$ cat config.mk
export PLATFORM = sky130hd
export DESIGN_NAME = prc_regs_flat
export DESIGN_NICKNAME = d
export VERILOG_FILES = /design/src/rtl/core/prc_pkg.sv /design/src/rtl/core/prc_ifs.sv /design/src/rtl/core/prc_regs.sv /design/src/flat_wrapper.sv
export SDC_FILE = /design/constraint.sdc
export NUM_CORES = 1
export LEC_CHECK = 0
export BUFFER_PORTS_ARGS = -buffer_cell sky130_fd_sc_hd__buf_2
export CAP_MARGIN = 40
export CORE_AREA = 2 2 178 180
export DETAILED_ROUTE_END_ITERATION = 8
export DIE_AREA = 0 0 180 182
export PLACE_DENSITY = 0.77
export SYNTH_ARGS = -nofsm -noshare
export SYNTH_HDL_FRONTEND = slang
export SYNTH_SLANG_ARGS = --single-unit
$ cat constraint.sdc
create_clock -name clk -period 2.13 [get_ports clk]
set_input_delay 0.213 -clock clk [delete_from_list [all_inputs] [get_ports clk]]
set_output_delay 0.213 -clock clk [all_outputs]
set_load 0.03 [all_outputs]
$ cat src/rtl/core/prc_pkg.sv
`timescale 1ns / 1ps
// ----------------------------------------------------------------------------
// Plant reactive power controller package
// Shared widths, codes, the configuration record and Q16.16 helper functions.
// ----------------------------------------------------------------------------
package prc_pkg;

    // Field widths.
    localparam int unsigned WORD_W     = 32;
    localparam int unsigned DT_W       = 31;
    localparam int unsigned STATUS_W   = 2;
    localparam int unsigned REG_IDX_W  = 3;
    localparam int unsigned REG_DATA_W = 64;

    // Item modes.
    localparam logic MODE_INIT = 1'b0;
    localparam logic MODE_TICK = 1'b1;

    // Result status codes.
    localparam logic [STATUS_W-1:0] STATUS_NORMAL   = 2'd0;
    localparam logic [STATUS_W-1:0] STATUS_HELD     = 2'd1;
    localparam logic [STATUS_W-1:0] STATUS_REJECTED = 2'd2;

    // Register indexes.
    localparam logic [REG_IDX_W-1:0] REG_REFERENCE_SELECT  = 3'd0;
    localparam logic [REG_IDX_W-1:0] REG_FREEZE_VOLTAGE    = 3'd1;
    localparam logic [REG_IDX_W-1:0] REG_PI_GAINS          = 3'd2;
    localparam logic [REG_IDX_W-1:0] REG_DEADBAND_EDGES    = 3'd3;
    localparam logic [REG_IDX_W-1:0] REG_ERROR_LIMITS      = 3'd4;
    localparam logic [REG_IDX_W-1:0] REG_OUTPUT_LIMITS     = 3'd5;
    localparam logic [REG_IDX_W-1:0] REG_INVERSE_FILTER    = 3'd6;
    localparam logic [REG_IDX_W-1:0] REG_LAG_COEFFICIENTS  = 3'd7;

    // One in Q16.16, one bit wider than a word so that 1.0 - ratio fits.
    localparam logic signed [WORD_W:0] ONE_Q16 = 33'sd65536;

    localparam logic signed [WORD_W-1:0] Q16_MAX = 32'sh7FFF_FFFF;
    localparam logic signed [WORD_W-1:0] Q16_MIN = 32'sh8000_0000;

    typedef logic signed [WORD_W-1:0] q16_t;

    // Configuration record as held by the register file.
    typedef struct packed {
        logic                ref_sel;
        q16_t                freeze_v;
        logic [WORD_W-1:0]   kp;
        logic [WORD_W-1:0]   ki;
        q16_t                db_lo;
        q16_t                db_hi;
        q16_t                e_min;
        q16_t                e_max;
        q16_t                q_min;
        q16_t                q_max;
        logic [DT_W-1:0]     inv_filt;
        logic [WORD_W-1:0]   lag_ratio;
        logic [WORD_W-1:0]   inv_lag;
    } prc_cfg_t;

    // Saturate a 33-bit signed value to the Q16.16 word range.
    function automatic q16_t sat_word(input logic signed [WORD_W:0] x);
        if (x[WORD_W] != x[WORD_W-1])
        begin
            return x[WORD_W] ? Q16_MIN : Q16_MAX;
        end
        return x[WORD_W-1:0];
    endfunction

    function automatic q16_t add_sat(input q16_t a, input q16_t b);
        logic signed [WORD_W:0] s;
        s = {a[WORD_W-1], a} + {b[WORD_W-1], b};
        return sat_word(s);
    endfunction

    function automatic q16_t sub_sat(input q16_t a, input q16_t b);
        logic signed [WORD_W:0] s;
        s = {a[WORD_W-1], a} - {b[WORD_W-1], b};
        return sat_word(s);
    endfunction

    // The lower limit is tested first, so inverted limits give the upper one
    // only when the value is not below the lower one.
    function automatic q16_t clamp_q(input q16_t v, input q16_t lo, input q16_t hi);
        if (v < lo)
        begin
            return lo;
        end
        if (hi < v)
        begin
            return hi;
        end
        return v;
    endfunction

    // Deadband: the upper edge wins when the edges are inverted.
    function automatic q16_t deadband_q(input q16_t raw, input q16_t lo, input q16_t hi);
        if (raw > hi)
        begin
            return sub_sat(raw, hi);
        end
        if (raw < lo)
        begin
            return sub_sat(raw, lo);
        end
        return '0;
    endfunction

endpackage

$ cat src/rtl/core/prc_ifs.sv


// Register write channel.
interface prc_cfg_if;
    logic        valid;
    logic        ready;
    logic [2:0]  index;
    logic [63:0] data;

    modport source (output valid, index, data, input ready);
    modport sink   (input valid, index, data, output ready);
endinterface

$ cat src/rtl/core/prc_regs.sv
`timescale 1ns / 1ps
// ----------------------------------------------------------------------------
// Plant reactive power controller register file
// Holds the eight configuration registers written over the register channel.
// ----------------------------------------------------------------------------
module prc_regs
    import prc_pkg::*;
(
    input  logic       clk,
    input  logic       rst_n,
    prc_cfg_if.sink    cfg,
    output prc_cfg_t   regs
);

    prc_cfg_t cfg_reg;
    prc_cfg_t cfg_next;

    // The register file takes a write in every cycle.
    assign cfg.ready = 1'b1;

    // Decode one write beat into the register record.
    always_comb
    begin
        cfg_next = cfg_reg;
        if (cfg.valid && cfg.ready)
        begin
            unique case (cfg.index)
                REG_REFERENCE_SELECT: cfg_next.ref_sel = cfg.data[0];
                REG_FREEZE_VOLTAGE:   cfg_next.freeze_v = cfg.data[WORD_W-1:0];
                REG_PI_GAINS:
                begin
                    cfg_next.kp = cfg.data[WORD_W-1:0];
                    cfg_next.ki = cfg.data[REG_DATA_W-1:WORD_W];
                end
                REG_DEADBAND_EDGES:
                begin
                    cfg_next.db_lo = cfg.data[WORD_W-1:0];
                    cfg_next.db_hi = cfg.data[REG_DATA_W-1:WORD_W];
                end
                REG_ERROR_LIMITS:
                begin
                    cfg_next.e_min = cfg.data[WORD_W-1:0];
                    cfg_next.e_max = cfg.data[REG_DATA_W-1:WORD_W];
                end
                REG_OUTPUT_LIMITS:
                begin
                    cfg_next.q_min = cfg.data[WORD_W-1:0];
                    cfg_next.q_max = cfg.data[REG_DATA_W-1:WORD_W];
                end
                REG_INVERSE_FILTER:   cfg_next.inv_filt = cfg.data[DT_W-1:0];
                REG_LAG_COEFFICIENTS:
                begin
                    cfg_next.lag_ratio = cfg.data[WORD_W-1:0];
                    cfg_next.inv_lag   = cfg.data[REG_DATA_W-1:WORD_W];
                end
            endcase
        end
    end

    always_ff @(posedge clk or negedge rst_n)
    begin
        if (!rst_n)
        begin
            cfg_reg <= '0;
        end
        else
        begin
            cfg_reg <= cfg_next;
        end
    end

    assign regs = cfg_reg;

endmodule

$ cat src/flat_wrapper.sv
// flat-port wrapper written by rule: the top's interface ports become plain ports
module prc_regs_flat import prc_pkg::*;
  (clk, rst_n, regs, cfg_valid, cfg_index, cfg_data, cfg_ready);
  prc_cfg_if cfg_i ();
  input  logic clk;
  input  logic rst_n;
  output prc_cfg_t regs;
  input wire logic [$bits(cfg_i.valid)-1:0] cfg_valid;
  input wire logic [$bits(cfg_i.index)-1:0] cfg_index;
  input wire logic [$bits(cfg_i.data)-1:0] cfg_data;
  output wire logic [$bits(cfg_i.ready)-1:0] cfg_ready;
  assign cfg_i.valid = cfg_valid;
  assign cfg_i.index = cfg_index;
  assign cfg_i.data = cfg_data;
  assign cfg_ready = cfg_i.ready;
  prc_regs u_core (.clk(clk), .rst_n(rst_n), .cfg(cfg_i), .regs(regs));
endmodule
* Word level (Yosys, flattened, before mapping)
Index checks and enable logic that the tools add are counted.
** Operators by class
- Equality and inequality tests :: 7
- Reduce and logical (&&, ||, !) cells :: 9
** Operator list (number)
- $reduce_and A2 Y1 :: 8
- $eq A3 B3 Y1 const B :: 4
- $eq A3 B2 Y1 const B :: 2
- $eq A3 B1 Y1 const B :: 1
- $logic_not A3 Y1 :: 1
** Storage, ports and cells
- Bits in registers :: 384
- Bits of input ports :: 70

* Depth between registers and ports, before layout
Gate-level depths: netlist of run 1.
- Word-level depth :: 2
- Depth in mapped cells :: 4
- Depth with buffers taken out :: 2

* Worst setup path after synthesis of run 1
No wires, ideal clock.
- Path type :: input to register
- From :: in cfg_index[0]
- To :: reg u_core.cfg_reg (netlist bit u_core.regs[159])
- Library setup time :: 0.125 ns
- Data arrival time :: 1.102 ns
- Setup slack :: 0.902 ns
- Stages :: 4
- Path buffers :: 2
- Cell sequence :: and4bb_1 > buf_4 > buf_6 > mux2_4
** Between the ends
- Word-level cells in the longest chain between the ends :: 2
** RTL lines
- start, declared :: RTL line flat_wrapper.sv:9 : input wire logic [$bits(cfg_i.index)-1:0] cfg_index;
- $eq A3 B3 Y1 :: RTL line prc_regs.sv:27 : unique case (cfg.index)
- $reduce_and A2 Y1 (no line)
- end signal, assigned :: RTL line prc_regs.sv:68 : cfg_reg <= cfg_next;
- end, declared :: RTL line prc_regs.sv:15 : prc_cfg_t cfg_reg;
No other way between the ends.
A chain may end at the register's enable or synchronous reset.

* Worst setup path after layout of run 1
- From :: reg u_core.cfg_reg (netlist bit u_core.regs[289])
- To :: out regs[289] (netlist name)
** RTL lines
- end, declared :: RTL line flat_wrapper.sv:7 : output prc_cfg_t regs;
No word-level cell between the ends.

==> results of run 1 <==
## cells in the final DEF, fill, tap and decap left out, drive strengths merged
cell type,n
and4bb,3
buf,478
bufinv,5
clkbuf,53
clkinv,10
clkinvlp,1
conb,1
dfrtp,384
dlygate4sd3,24
inv,3
mux2,384
nand4,1
nand4b,3
nor4b,1
## per-stage QoR
stage / std cells / cell area (sq um)
after floorplan: 819 / 14800
after global placement: 1657 / 17600
after detailed placement: 1657 / 17600
after CTS: 1753 / 19300
after global routing: 1753 / 19300
final: 1753 / 19300
## power by group through the flow
| stage | Sequential (mW) | Clock, mW | Combinational [mW] |
|---|---|---|---|
| global placement | 9.77 | 0 | 7.53 |
| CTS | 9.74 | 7.46 | 7.71 |
| finish | 9.75 | 7.30 | 7.67 |
| global route | 9.95 | 7.76 | 7.97 |
| floorplan | 13.1 | 0 | 1.78 |
| detailed placement | 9.83 | 0 | 7.66 |
## layout make-up
type,count,share of cell area
sequential,384,0.498
multi-input combinational,393,0.253
timing repair buffer,502,0.150
clock buffer,53,0.0602
tap,402,0.0261
clock inverter,19,0.0123
## path summary, 6_finish.rpt
kind	slack (ns)	from	to
worst max-delay path	0.80	u_core.regs[289]$_DFFE_PN0P_	regs[289]
worst min-delay path	0.02	cfg_data[61]	u_core.regs[316]$_DFFE_PN0P_
worst max register to register	1.31	u_core.regs[2]$_DFFE_PN0P_	u_core.regs[2]$_DFFE_PN0P_
worst min register to register	0.48	u_core.regs[368]$_DFFE_PN0P_	u_core.regs[368]$_DFFE_PN0P_
max in group asynchronous	1.06	rst_n	u_core.regs[322]$_DFFE_PN0P_
min in group asynchronous	0.23	rst_n	u_core.regs[107]$_DFFE_PN0P_
## layer usage
metal  up-vias  global-route usage  wire [um]
met1      4660               0.284      15000
met4         0               0.103       1600
met2       373               0.373      18100
li1       3917                   -          -
met3       102              0.0497       2400
met5         -                   0          0
## cell families after synthesis
family	synth area share
buf+inv	0.0226
simple gates	0.00575
flops	0.649
mux	0.322
other cells	0.000253
==> impl_metrics.py, run 1 <==
metrics = {
    "sta": {
        "finalSetupTns_ns": 0,
        "fin_ws_ns": 0.805,
        "slew_headroom": 0.617,
        "timing.fmax_mhz": 755,
        "grt_setup_unrepaired": "no",
        "drv_slew": 0,
        "whs_ns": 0.0217,
        "final.period_utilization": 0.622,
        "tightest_slew_ns": 0.575,
        "final.setup_skew_ns": 0,
        "period_needed_ns": 1.33,
        "finalHoldViolations": 0,
        "finalSetupViolCount": 0,
    },
    "route": {
        "via_count": 9052,
        "viasPerCell": 5.16,
        "drt_iter0_drc": 304,
        "wirelength_mm": 37.1,
        "drc_errors": 0,
        "routedWlPerCell_um": 21.2,
        "first_pass_iters": 4,
        "ant_nets": 0,
    },
    "power_and_ir_drop": {
        "power_frac_clock": 0.295,
        "max-vdd-ir-drop_mv": 0.765,
        "p_int_mw": 16.0,
        "seq_power_share": 0.394,
        "cellPowerDensity_nw_per_um2": 1280,
        "leakage_nw": 9.48,
        "share_comb_of_total_power": 0.310,
        "finalPower_mw": 24.7,
        "p_sw_mw": 8.68,
        "switching_share": 0.351,
    },
    "place": {
        "globalplace.congestion": 0.800,
        "port_buffers": 453,
        "dpl.hpwl_mm": 25.1,
        "post-place-ws_ns": 0.420,
    },
    "floorplan": {
        "start_util": 0.478,
        "io_pins": 455,
        "die_h_um": 182,
        "dieArea_sq_um": 32800,
        "fp.dieW_um": 180,
        "core_area_sq_um": 31000,
        "num_rows": 65,
    },
    "min_path": {
        "hold_depth": 2,
        "min_path_type": "input pin to flop",
    },
    "global_route": {
        "grt_pass1_wl_mm": 57.8,
        "grt_antenna_before_repair": 0,
        "grt_max_degree": 72,
        "overflow": 0,
        "grt_pass1_vias": 9724,
        "grt_usage": 0.225,
    },
    "clock_network": {
        "h-tree-depth": 2,
        "cts_repair_resize_count": 0,
        "clock_latency_ns": 0.51,
        "root_buffer": "clkbuf_16",
        "clockBufferDepth": 3,
        "hold_buffers": 24,
        "clk_pin_slew_ns": 0.06,
        "cts_tree": "built",
        "cts-buffers-inserted": 40,
        "clock_sinks": 384,
        "cts_setup_buffers": 0,
    },
    "yosys": {
        "synth_nets": 889,
        "synth_area_leader_cell": "dfrtp_1",
        "synth_seq_cells": 384,
        "async_reset_ff_frac": 1.00,
        "synthTopCellsByArea": "dfrtp_1 (65%), mux2_2 (19%), mux2_4 (12%)",
        "synth_warnings": 0,
        "synth_top_area_share": 0.649,
        "synth_cell_type_count": 12,
        "synth_seq_area_share": 0.649,
        "yosysMostFrequentCell": "dfrtp_1",
        "synthCells": 819,
        "synth-edff-count": 0,
        "synth_common_cells": "dfrtp_1 (384), mux2_2 (247), mux2_4 (120)",
        "synth_area_sq_um": 14800,
        "synthFlopType": "dfrtp_1",
        "avgSynthCellArea_sq_um": 18.1,
    },
    "worst_setup_path": {
        "critPathArrivalTime_ns": 1.11,
        "worstPathRequired_ns": 1.92,
        "reg2reg_depth": 1,
        "cpLargestDelayFamily": "flip-flops",
        "worstSetupPathType": "flop to output port",
        "startpoint_type": "flop",
        "slowest_stage": "dfrtp_1",
        "cp_cell_sequence": "buf_2",
        "worst-path-buf-inv": 1,
        "setup.worst_path.end_class": "output port",
        "slowest_delay_ns": 0.38,
        "path_max_fanout": 2,
        "crit_cells": 1,
    },
    "finish": {
        "antenna_cells": 0,
        "multi_input_area_sq_um": 4880,
        "seq_area_sq_um": 9610,
        "fin_util": 0.622,
        "drive_above_1_share": 0.679,
        "area_growth_pct": 30.2,
        "final_nets": 1391,
        "largest_register_ffs": 384,
        "nFillCells": 2324,
    },
    "job": {
        "drv_cap": 0,
    },
    "run_status": {
        "status": "finished clean",
    },
}
No activity file was read; power rests on OpenSTA's default activity.
==> inputs of run 2 (changes only) <==
Settings changed: CORE_AREA 2 2 178 180 to 2 2 179 181, DIE_AREA 0 0 180 182 to 0 0 181 183, PLACE_DENSITY 0.77 to 0.76.
Clock period 2.13 ns to 1.3 ns, I/O delays scaled along.
==> run 2 against run 1 <==
Register-to-register slack worse by 0.81 ns. Setup slack worse by 0.75 ns. Worst hold slack worse by 0.0060 ns. Critical path type unchanged. Largest cell class unchanged.
==> impl_metrics.py, run 2 (synthesis gave the netlist of run 1 again) <==
metrics = {
    "floorplan": {
        "dieArea_sq_um": 33100,
        "fp.dieW_um": 181,
        "die_h_um": 183,
        "core_area_sq_um": 31200,
        "io_pins": 455,
        "num_rows": 65,
        "start_util": 0.474,
    },
    "finish": {
        "final_nets": 1456,
        "layout_common_cells": "buf_2 (452), dfrtp_1 (384), mux2_2 (247)",
        "largest_register_ffs": 384,
        "area_growth_pct": 34.2,
        "fin_area_sq_um": 19900,
        "layout_commonest_cell": "buf_2",
        "antenna_cells": 0,
        "drive_above_1_share": 0.661,
    },
    "power_and_ir_drop": {
        "share_comb_of_total_power": 0.314,
        "power_frac_clock": 0.291,
        "cellPowerDensity_nw_per_um2": 2040,
        "p_int_mw": 26.3,
        "finalPower_mw": 40.5,
        "max-vdd-ir-drop_mv": 1.38,
        "leakage_nw": 9.76,
        "switching_share": 0.350,
        "seq_power_share": 0.395,
        "p_sw_mw": 14.2,
    },
    "worst_setup_path": {
        "slowest_delay_ns": 0.39,
        "slowest_stage": "dfrtp_1",
        "cp_cell_sequence": "buf_2",
        "path_max_fanout": 2,
        "critPathArrivalTime_ns": 1.12,
        "worstPathRequired_ns": 1.17,
        "startpoint_type": "flop",
        "cpLargestDelayFamily": "flip-flops",
        "setup.worst_path.end_class": "output port",
        "worstSetupPathType": "flop to output port",
        "worst-path-buf-inv": 1,
    },
    "sta": {
        "period_needed_ns": 1.25,
        "finalSetupViolCount": 0,
        "drv_slew": 0,
        "final.period_utilization": 0.960,
        "finalSetupTns_ns": 0,
        "final.setup_skew_ns": 0,
        "finalHoldViolations": 0,
        "timing.fmax_mhz": 802,
        "whs_ns": 0.0156,
        "grt_setup_unrepaired": "no",
    },
    "job": {
        "drv_cap": 0,
    },
    "route": {
        "routedWlPerCell_um": 21.0,
        "drt_iter0_drc": 360,
        "wirelength_mm": 38.2,
        "drc_errors": 0,
        "viasPerCell": 5.15,
        "via_count": 9356,
        "first_pass_iters": 4,
        "ant_nets": 0,
    },
    "clock_network": {
        "clockBufferDepth": 3,
        "cts_repair_resize_count": 0,
        "clock_latency_ns": 0.51,
        "h-tree-depth": 2,
        "cts-buffers-inserted": 41,
        "hold_buffers": 64,
        "clock_sinks": 384,
        "cts_setup_buffers": 0,
        "clk_pin_slew_ns": 0.06,
        "root_buffer": "clkbuf_16",
        "cts_tree": "built",
    },
    "place": {
        "placed_area_sq_um": 17800,
        "port_buffers": 453,
        "globalplace.congestion": 0.798,
        "dpl.hpwl_mm": 25.9,
    },
    "global_route": {
        "overflow": 0,
        "grt_antenna_before_repair": 0,
        "grt_max_degree": 90,
        "grt_pass1_wl_mm": 59.2,
        "grt_pass1_vias": 10200,
        "grt_usage": 0.229,
    },
    "run_status": {
        "status": "finished clean",
    },
    "min_path": {
        "min_path_type": "input pin to flop",
    },
}
run 2: changes by cell type in the layout (fill, tap and decap cells not counted), sizes merged:
cell         delta
inv             -2
buf            +24
clkbuf          +6
dlygate4sd3    +40
clkinv          -4
clkinvlp        +1
bufinv          -1
run 2: path summary, 6_finish.rpt:
| path | endpoint | slack, ns | cells after the start | startpoint |
|---|---|---|---|---|
| max | regs[344] | 0.05 | 1 | u_core.regs[344]$_DFFE_PN0P_ |
| min | u_core.regs[64]$_DFFE_PN0P_ | 0.02 | 2 | cfg_data[0] |
| max in group asynchronous | u_core.regs[232]$_DFFE_PN0P_ | 0.51 | 3 | rst_n |
| min reg2reg | u_core.regs[379]$_DFFE_PN0P_ | 0.49 | 1 | u_core.regs[379]$_DFFE_PN0P_ |
| min in group asynchronous | u_core.regs[82]$_DFFE_PN0P_ | 0.05 | 2 | rst_n |
| max reg2reg | u_core.regs[162]$_DFFE_PN0P_ | 0.50 | 1 | u_core.regs[162]$_DFFE_PN0P_ |
run 2: metal layers:
metal	GRT usage	routed length (um)
met3	0.0570	2480
met1	0.275	15000
met5	0	0
met2	0.396	19000
met4	0.0992	1640
run 2: power by group through the flow:
stage                     clock network [mW]  registers [mW]  logic, mW
after detailed placement                   0            16.1       12.6
after global routing                    12.6            16.3       13.2
after CTS                               12.1            16.0       12.8
after global placement                     0            16.0       12.4
final                                   11.8            16.0       12.7
after floorplan                            0            21.4       2.92
run 2: cell type report:
type	count	area (sq um)
fill	2293	11400
timing repair buffer	566	3500
tap	402	503
clock inverter	13	174
multi-input combinational	393	4880
sequential	384	9610
clock buffer	59	1210
run 2: stage by stage:
| stage | util | cells | worst slack (ns) |
|---|---|---|---|
| finish | 0.636 | 1817 | 0.0525 |
| global route | 0.636 | 1817 | 0.00534 |
| CTS | 0.636 | 1817 | 0.0314 |
| detailed placement | 0.572 | 1681 | -0.154 |
| global placement | 0.572 | 1681 | -0.126 |
| floorplan | - | 819 | 0.155 |
==> inputs of run 3 (changes only) <==
--- a/config.mk
+++ b/config.mk
@@ -8,8 +8,8 @@
 export BUFFER_PORTS_ARGS = -buffer_cell sky130_fd_sc_hd__buf_2
 export CAP_MARGIN = 40
-export CORE_AREA = 2 2 179 181
+export CORE_MARGIN = 2
+export CORE_UTILIZATION = 42
 export DETAILED_ROUTE_END_ITERATION = 8
-export DIE_AREA = 0 0 181 183
-export PLACE_DENSITY = 0.76
+export PLACE_DENSITY = 0.68
 export SYNTH_ARGS = -nofsm -noshare
 export SYNTH_HDL_FRONTEND = slang
==> constraint.sdc (replaced) <==
create_clock -name clk -period 1.3 [get_ports clk]
set_input_delay 0.195 -clock clk [delete_from_list [all_inputs] [get_ports clk]]
set_output_delay 0.195 -clock clk [all_outputs]
set_load 0.03 [all_outputs]
==> run 3 against run 2 <==
Combinational power is 26% higher. Register-to-register slack worse by 0.25 ns. Non-clock buffer count is 70 higher. Final area is 12% higher. Final cell count is 7.2% higher. Die area is 11% higher. Fmax is 3.7% lower. Worst hold slack worse by 0.0029 ns. Global-route usage is 1.7 points lower. Core utilization is 0.92 points higher. Via count is 2.8% higher. Critical path depth stayed put.
==> impl_metrics.py, run 3 (synthesis gave the netlist of run 1 again) <==
metrics = {
    "worst_setup_path": {
        "worstSetupPathType": "flop to output port",
        "r2r_slack_ns": 0.25,
        "reg2reg_depth": 3,
        "cpLargestDelayFamily": "flip-flops",
        "worst-path-buf-inv": 1,
        "startpoint": "u_core.regs[356]$_DFFE_PN0P_",
        "reg2reg_to": "u_core.regs[212]$_DFFE_PN0P_",
        "path_max_fanout": 2,
        "setup.worst_path.end_class": "output port",
        "reg2reg_from": "u_core.regs[212]$_DFFE_PN0P_",
        "startpoint_type": "flop",
        "worstPathRequired_ns": 1.11,
        "cp_cell_sequence": "buf_4",
        "critPathArrivalTime_ns": 1.10,
        "slowest_stage": "dfrtp_1",
        "slowest_delay_ns": 0.40,
    },
    "sta": {
        "fin_ws_ns": 0.00436,
        "grt_setup_unrepaired": "yes",
        "final.period_utilization": 0.997,
        "finalSetupViolCount": 0,
        "finalSetupTns_ns": 0,
        "final.setup_skew_ns": 0,
        "timing.fmax_mhz": 772,
        "drv_slew": 0,
        "whs_ns": 0.0127,
        "period_needed_ns": 1.30,
        "finalHoldViolations": 0,
    },
    "power_and_ir_drop": {
        "p_int_mw": 29.1,
        "switching_share": 0.343,
        "p_sw_mw": 15.2,
        "share_comb_of_total_power": 0.362,
        "cellPowerDensity_nw_per_um2": 1980,
        "finalPower_mw": 44.2,
        "seq_power_share": 0.373,
        "power_frac_clock": 0.265,
        "max-vdd-ir-drop_mv": 1.30,
        "leakage_nw": 10.7,
    },
    "route": {
        "via_count": 9614,
        "viasPerCell": 4.94,
        "routedWlPerCell_um": 21.8,
        "drt_iter0_drc": 228,
        "wirelength_mm": 42.4,
        "drc_errors": 0,
        "first_pass_iters": 4,
        "ant_nets": 0,
    },
    "place": {
        "globalplace.congestion": 0.801,
        "port_buffers": 453,
        "dpl.hpwl_mm": 26.8,
        "placed_area_sq_um": 18100,
        "post-place-ws_ns": -0.188,
    },
    "floorplan": {
        "start_util": 0.428,
        "io_pins": 455,
        "die_h_um": 192,
        "dieArea_sq_um": 36800,
        "fp.dieW_um": 192,
        "core_area_sq_um": 34600,
        "num_rows": 68,
    },
    "clock_network": {
        "cts-buffers-inserted": 41,
        "clock_latency_ns": 0.52,
        "cts_tree": "built",
        "clk_pin_slew_ns": 0.06,
        "h-tree-depth": 2,
        "clockBufferDepth": 3,
        "clock_sinks": 384,
        "root_buffer": "clkbuf_16",
    },
    "global_route": {
        "grt_pass1_vias": 9887,
        "grt_usage": 0.212,
        "grt_pass1_wl_mm": 59.6,
        "grt_max_degree": 69,
        "grt_antenna_before_repair": 3,
        "overflow": 0,
    },
    "finish": {
        "layout_common_cells": "dfrtp_1 (384), buf_6 (259), mux2_2 (247)",
        "nFillCells": 2327,
        "final_nets": 1526,
        "drive_above_1_share": 0.689,
        "fin_area_sq_um": 22400,
        "layout_commonest_cell": "dfrtp_1",
        "largest_register_ffs": 384,
        "area_growth_pct": 51.0,
    },
    "min_path": {
        "min_path_type": "input pin to flop",
        "hp-start": "cfg_data[49]",
        "hold_depth": 2,
        "worstHoldEndpoint": "u_core.regs[176]$_DFFE_PN0P_",
    },
    "run_status": {
        "status": "finished clean",
    },
    "job": {
        "drv_cap": 0,
    },
}
## run 3: changes by cell type in the layout (fill, tap and decap cells not counted), sizes merged
cell,before,now
inv,1,2
clkinv,6,10
buf,502,587
dlygate4sd3,64,49
diode,0,4
clkinvlp,2,3
bufinv,4,2
## run 3: per-stage QoR
stage | utilization | std cells
after floorplan | - | 819
after global placement | 0.522 | 1744
after detailed placement | 0.522 | 1744
after CTS | 0.602 | 1893
after global routing | 0.645 | 1947
final | 0.645 | 1948
## run 3: how the worst max path moves through the flow
stage | to | cells after the start
floorplan | u_core.regs[159]$_DFFE_PN0P_ | 4
global placement | u_core.regs[157]$_DFFE_PN0P_ | 6
detailed placement | u_core.regs[318]$_DFFE_PN0P_ | 4
CTS | regs[339] | 1
global route | regs[110] | 1
finish | regs[356] | 1
## run 3: final cells by class
cell class / instances / area (sq um) / area share
timing repair buffer: 636 / 5920 / 0.265
clock inverter: 17 / 150 / 0.00672
tap: 455 / 569 / 0.0255
antenna: 4 / 10.0 / 0.000448
clock buffer: 59 / 1220 / 0.0544
sequential: 384 / 9610 / 0.430
multi-input combinational: 393 / 4880 / 0.218
## run 3: metal layers
metal  part of all wire  vias up  global-route usage
met1               0.39     4964               0.261
li1                   -     4190                   -
met2               0.51      354               0.358
met3              0.065      106              0.0537
met5                  0        -                   0
met4              0.041        0              0.0879
## run 3: repair_timing
action	4_1_cts	5_1_grt
setup buffers	24	51
gates resized for setup	254	512
cloned	0	0
hold buffers	49	0
endpoints found under the hold margin	500	0
endpoints found under the setup margin	179	307
## run 3: power by group through the flow
stage	clock (mW)	sequential [mW]	combinational, mW
after detailed placement	0	16.1	12.7
after floorplan	0	21.4	2.92
after global placement	0	16.1	12.5
after CTS	11.9	16.1	14.1
after global routing	12.4	16.7	16.6
final	11.7	16.5	16.0
